**src/hdl/cstretch_pkg.sv**
```systemverilog
// Shared constants and types of the min/max contrast stretch block.
package cstretch_pkg;

  // Frame capacity in pixels.
  localparam int unsigned FRAME_PIXELS = 65536;

  // Store address and fill count widths; the count can hold the capacity itself.
  localparam int unsigned ADDR_W = $clog2(FRAME_PIXELS);
  localparam int unsigned CNT_W  = $clog2(FRAME_PIXELS + 1);

  // Pixel and stretch arithmetic widths.
  localparam int unsigned PIX_W  = 8;
  localparam int unsigned NUM_W  = 2 * PIX_W;
  localparam int unsigned STEP_W = $clog2(PIX_W);

  localparam logic [CNT_W-1:0] FRAME_CNT = CNT_W'(FRAME_PIXELS);
  localparam logic [PIX_W-1:0] PIX_MAX   = {PIX_W{1'b1}};
  localparam logic [PIX_W-1:0] PIX_ZERO  = '0;

  // Command codes.
  localparam logic CMD_LOAD  = 1'b0;
  localparam logic CMD_FETCH = 1'b1;

  // Control sequencer states.
  typedef enum logic [1:0] {
    ST_IDLE,
    ST_READ,
    ST_DIV,
    ST_HOLD
  } state_e;

endpackage

```
**src/hdl/cstretch_div.sv**
```systemverilog
// Restoring divider, one quotient bit per cycle, for a quotient known to fit a pixel.
module cstretch_div (
  input  logic                            clk_i,
  input  logic                            rst_ni,
  input  logic                            start_i,
  input  logic [cstretch_pkg::NUM_W-1:0]  dividend_i,
  input  logic [cstretch_pkg::PIX_W-1:0]  divisor_i,
  output logic                            done_o,
  output logic [cstretch_pkg::PIX_W-1:0]  quotient_o
);

  logic                             busy_q, busy_d;
  logic                             done_q, done_d;
  logic [cstretch_pkg::STEP_W-1:0]  step_q, step_d;
  logic [cstretch_pkg::PIX_W-1:0]   rem_q, rem_d;
  logic [cstretch_pkg::PIX_W-1:0]   low_q, low_d;
  logic [cstretch_pkg::PIX_W-1:0]   dvs_q;
  logic [cstretch_pkg::PIX_W:0]     trial;
  logic                             fits;

  // One restoring step: bring down the next dividend bit, subtract if it fits.
  // low_q holds the remaining dividend bits and collects quotient bits from the bottom.
  always_comb begin
    trial  = {rem_q, low_q[cstretch_pkg::PIX_W-1]};
    fits   = (trial >= {1'b0, dvs_q});
    busy_d = busy_q;
    done_d = 1'b0;
    step_d = step_q;
    rem_d  = rem_q;
    low_d  = low_q;
    if (start_i) begin
      busy_d = 1'b1;
      step_d = '0;
      rem_d  = dividend_i[cstretch_pkg::NUM_W-1:cstretch_pkg::PIX_W];
      low_d  = dividend_i[cstretch_pkg::PIX_W-1:0];
    end else if (busy_q) begin
      rem_d  = fits ? cstretch_pkg::PIX_W'(trial - {1'b0, dvs_q})
                    : trial[cstretch_pkg::PIX_W-1:0];
      low_d  = {low_q[cstretch_pkg::PIX_W-2:0], fits};
      step_d = step_q + cstretch_pkg::STEP_W'(1);
      if (step_q == cstretch_pkg::STEP_W'(cstretch_pkg::PIX_W - 1)) begin
        busy_d = 1'b0;
        done_d = 1'b1;
      end
    end
  end

  // Control state.
  always_ff @(posedge clk_i or negedge rst_ni) begin
    if (!rst_ni) begin
      busy_q <= 1'b0;
      done_q <= 1'b0;
      step_q <= '0;
    end else begin
      busy_q <= busy_d;
      done_q <= done_d;
      step_q <= step_d;
    end
  end

  // Datapath.
  always_ff @(posedge clk_i) begin
    rem_q <= rem_d;
    low_q <= low_d;
    if (start_i) begin
      dvs_q <= divisor_i;
    end
  end

  assign done_o     = done_q;
  assign quotient_o = low_q;

endmodule

```
**config.mk**
```make
export PLATFORM = sky130hd
export DESIGN_NAME = cstretch_div
export DESIGN_NICKNAME = d
export VERILOG_FILES = /design/src/hdl/cstretch_pkg.sv /design/src/hdl/cstretch_div.sv
export SDC_FILE = /design/constraint.sdc
export NUM_CORES = 1
export LEC_CHECK = 0
export BUFFER_PORTS_ARGS = -buffer_cell sky130_fd_sc_hd__clkbuf_2
export CAP_MARGIN = 10
export CORE_UTILIZATION = 57
export CTS_CLUSTER_SIZE = 30
export DETAILED_ROUTE_END_ITERATION = 7
export PLACE_DENSITY = 0.83
export SETUP_SLACK_MARGIN = 0.1
export SYNTH_ARGS = -nofsm -noshare
export SYNTH_HDL_FRONTEND = slang
export SYNTH_SLANG_ARGS = --single-unit
export TNS_END_PERCENT = 1
```
**constraint.sdc**
```tcl
create_clock -name clk_i -period 3.8 [get_ports clk_i]
set_clock_uncertainty 0.2 [all_clocks]
set_input_delay 0.19 -clock clk_i [delete_from_list [all_inputs] [get_ports clk_i]]
set_output_delay 0.19 -clock clk_i [all_outputs]
set_load 0.01 [all_outputs]
```
==> results.yml <==
critical_path:
  cp-end-kind: "register"
  cp_data_required_time_ns: 3.70
  crit_path_cell_trace: "ha_1 -> a21o_1 -> a221o_1 -> a21oi_2 -> mux2_2 -> mux2_2"
  reg2reg_slack_ns: 0.85
  cp_common_cell: "mux2_2"
  crit_end: "rem_q[4]"
  cp-startpoint: "rem_q[5]"
  crit_type: "register to register"
  slowest_stage: "a21oi_2"
  reg2regPathDepth: 6
  r2r-end: "rem_q[4]"
  crit_fanout: 13
  start_kind: "register"
  rr_startpoint: "rem_q[5]"
  crit_arrival_ns: 2.85
  cpPeakStageDelay_ns: 0.50
grt:
  track_usage_pct: 25.8
  grt_pass1_wl_mm: 5.83
  overflow: 0
  grt_antenna_before_repair: 0
  grt_pass1_vias: 1247
  grt_max_degree: 40
detailed_routing:
  drc: 0
  route.final.wire_length_mm: 3.58
  first_iter_violations: 29
  ant_nets: 0
  vias: 1254
  avgRoutedWirePerCell_um: 15.5
  drt-pass1-iter-count: 4
  viasPerCell: 5.45
power_and_ir_drop:
  internal_power_uw: 744
  vdd_ir_drop_max_uv: 433
  p_sw_share_pct: 35.2
  clockPowerShare_pct: 16.2
  p_per_area_nw_per_um2: 544
  design_power_total_mw: 1.15
  seqPwrFrac_pct: 40.3
  p_switching_uw: 405
  power.leakage_nw: 0.960
  power.share.combinational_pct: 43.5
synth:
  syn-num-nets: 175
  synthTopCellsByArea: "edfxtp_1 (44%), mux2_2 (9.0%), dfrtp_1 (7.7%), ha_1 (7.7%), inv_1 (3.2%)"
  ys_ff_latch: 29
  synth_enable_flop_cells: 24
  ys.warnings.count: 0
  synth_top_area_share_pct: 44.1
  ys_seq_area_share_pct: 51.8
  syn_area_per_cell_um2: 11.9
  synthArstFlopShare_pct: 17.2
  ys_types: 37
  syn_area_um2: 1630
  post-synth-top-count-cell: "edfxtp_1"
  syn_inst: 137
  synth_common_cells: "edfxtp_1 (24), inv_1 (14), mux2_2 (13)"
  synthFlopType: "edfxtp_1"
  yosysTopAreaCell: "edfxtp_1"
timing:
  rsz0062_at_grt: "no"
  tightestPinTransition_ns: 0.828
  setup_viol: 0
  hold_viol: 0
  fin_crit_ns: 2.95
  finalSetupTns_ns: 0
  holdWs_ns: 0.0507
  finalMaxSlewViolations: 0
  maxSlewHeadroom_pct: 44.8
  fin_crit_sh_pct: 77.6
  max_freq_mhz: 339
layout:
  diodes: 0
  design_area_um2: 2110
  multi_input_area_um2: 709
  final_util_pct: 77.3
  regArea_um2: 846
  drive_above_1_share_pct: 31.2
  fin_nets: 236
  nFillCells: 165
  area_delta_synth_final_pct: 29.3
floorplan:
  io-pin-count: 36
  rows: 19
  start_util_pct: 59.8
  die_x_um: 55.5
  core-area_um2: 2730
  dieArea_um2: 3080
  die_y_um: 55.5
clocking:
  clk_latency_ns: 0.33
  cts_buffer_depth: 2
  cts_root_buffer: "clkbuf_4"
  tritoncts: "done"
  cts_resized: 0
  cts_made_buffers: 5
  clock_sinks: 29
  path_clk_slew_ns: 0.10
  htreeDepth: 2
placement:
  io_buffers: 35
  hpwl_mm: 2.03
  place_area_um2: 1820
  place_congestion: 0.846
worst_hold_path:
  hp-class: "input pin to register"
flow_run:
  cap_violations: 0
run_status:
  outcome: "complete, no violations"
==> routing by layer <==
metal,vias to the layer above,GRT usage (%),share of wire (%),wire length (um)
met1,596,30.3,41,1480
li1,619,-,-,-
met2,32,43.5,53,1910
met3,7,7.73,3.4,122
met5,-,0,0,0
met4,0,11.4,1.6,57
==> worst min path at each step <==
stage                             start             to  slack (ns)  depth (start not counted)
after floorplan                  rst_ni         busy_q       -0.31                          0
after global placement           rst_ni         done_o       -0.19                          1
after detailed placement         rst_ni         done_o       -0.19                          1
after CTS                 dividend_i[0]  quotient_o[0]        0.03                          3
after global routing      dividend_i[0]  quotient_o[0]        0.06                          3
final                     dividend_i[0]  quotient_o[0]        0.05                          3
==> layout by cell type (no fill, tap or decap), types with 2 or more instances in the layout <==
cell and instances:
clkbuf_4 5, o21ai_0 6, clkinv_2 2, and3_1 2, or2_2 2, a21o_1 3, nand2_1 4, edfxtp_1 24
mux2i_1 4, dlygate4sd3_1 24, dfrtp_1 5, ha_1 10, inv_1 14, nor2b_1 6, nor2_1 6, nand3_1 2
xnor2_1 2, o21a_1 2, clkbuf_2 35, nor3_1 3, a21oi_1 7, mux2_2 13
==> final cells by class <==
| class | instances | area share, % |
|---|---|---|
| tap | 31 | 1.84 |
| sequential | 29 | 40.0 |
| clock inverter | 2 | 0.474 |
| timing repair buffer | 59 | 19.7 |
| multi-input combinational | 89 | 33.6 |
| clock buffer | 6 | 1.95 |
| inverter | 14 | 2.49 |
==> per-stage QoR <==
stage | instances | worst slack, ns
after global placement | 198 | 0.977
after detailed placement | 198 | 0.908
after CTS | 230 | 0.896
after floorplan | 137 | 1.32
after global routing | 230 | 0.727
final | 230 | 0.852
==> cells by family after synthesis <==
group           after synthesis  share of synthesized area, %
compound gates               28                          11.6
flops                        29                          51.8
xor+xnor                      2                          1.07
fa+ha+maj                    11                          8.88
buf+inv                      19                          4.82
simple gates                 31                          10.5
mux                          17                          11.4
==> timing repair <==
item	CTS	global route
hold buffers	24	0
setup buffers	0	0
hold endpoints to repair	27	0
==> power groups by stage <==
stage / Combinational (mW) / Clock, mW / Sequential, mW
finish: 0.500 / 0.186 / 0.463
global route: 0.549 / 0.208 / 0.470
CTS: 0.481 / 0.190 / 0.462
detailed placement: 0.455 / 0 / 0.469
global placement: 0.438 / 0 / 0.464
floorplan: 0.368 / 0 / 0.466
==> registers in the layout (all words and copies together) (netlist names) <==
register / flops
busy_q: 1
done_o: 1
dvs_q: 8
quotient_o: 8
rem_q: 8
step_q: 3
==> critical path, delay by kind of cell (launching register included) <==
kind	cells	cell delay (ns)
AO/OA/AOI/OAI	3	1.08
multiplexers	2	0.66
flip-flops	1	0.40
adder cells (fa/ha/maj)	1	0.36
Note: power is estimated with default switching activity, not from simulation.
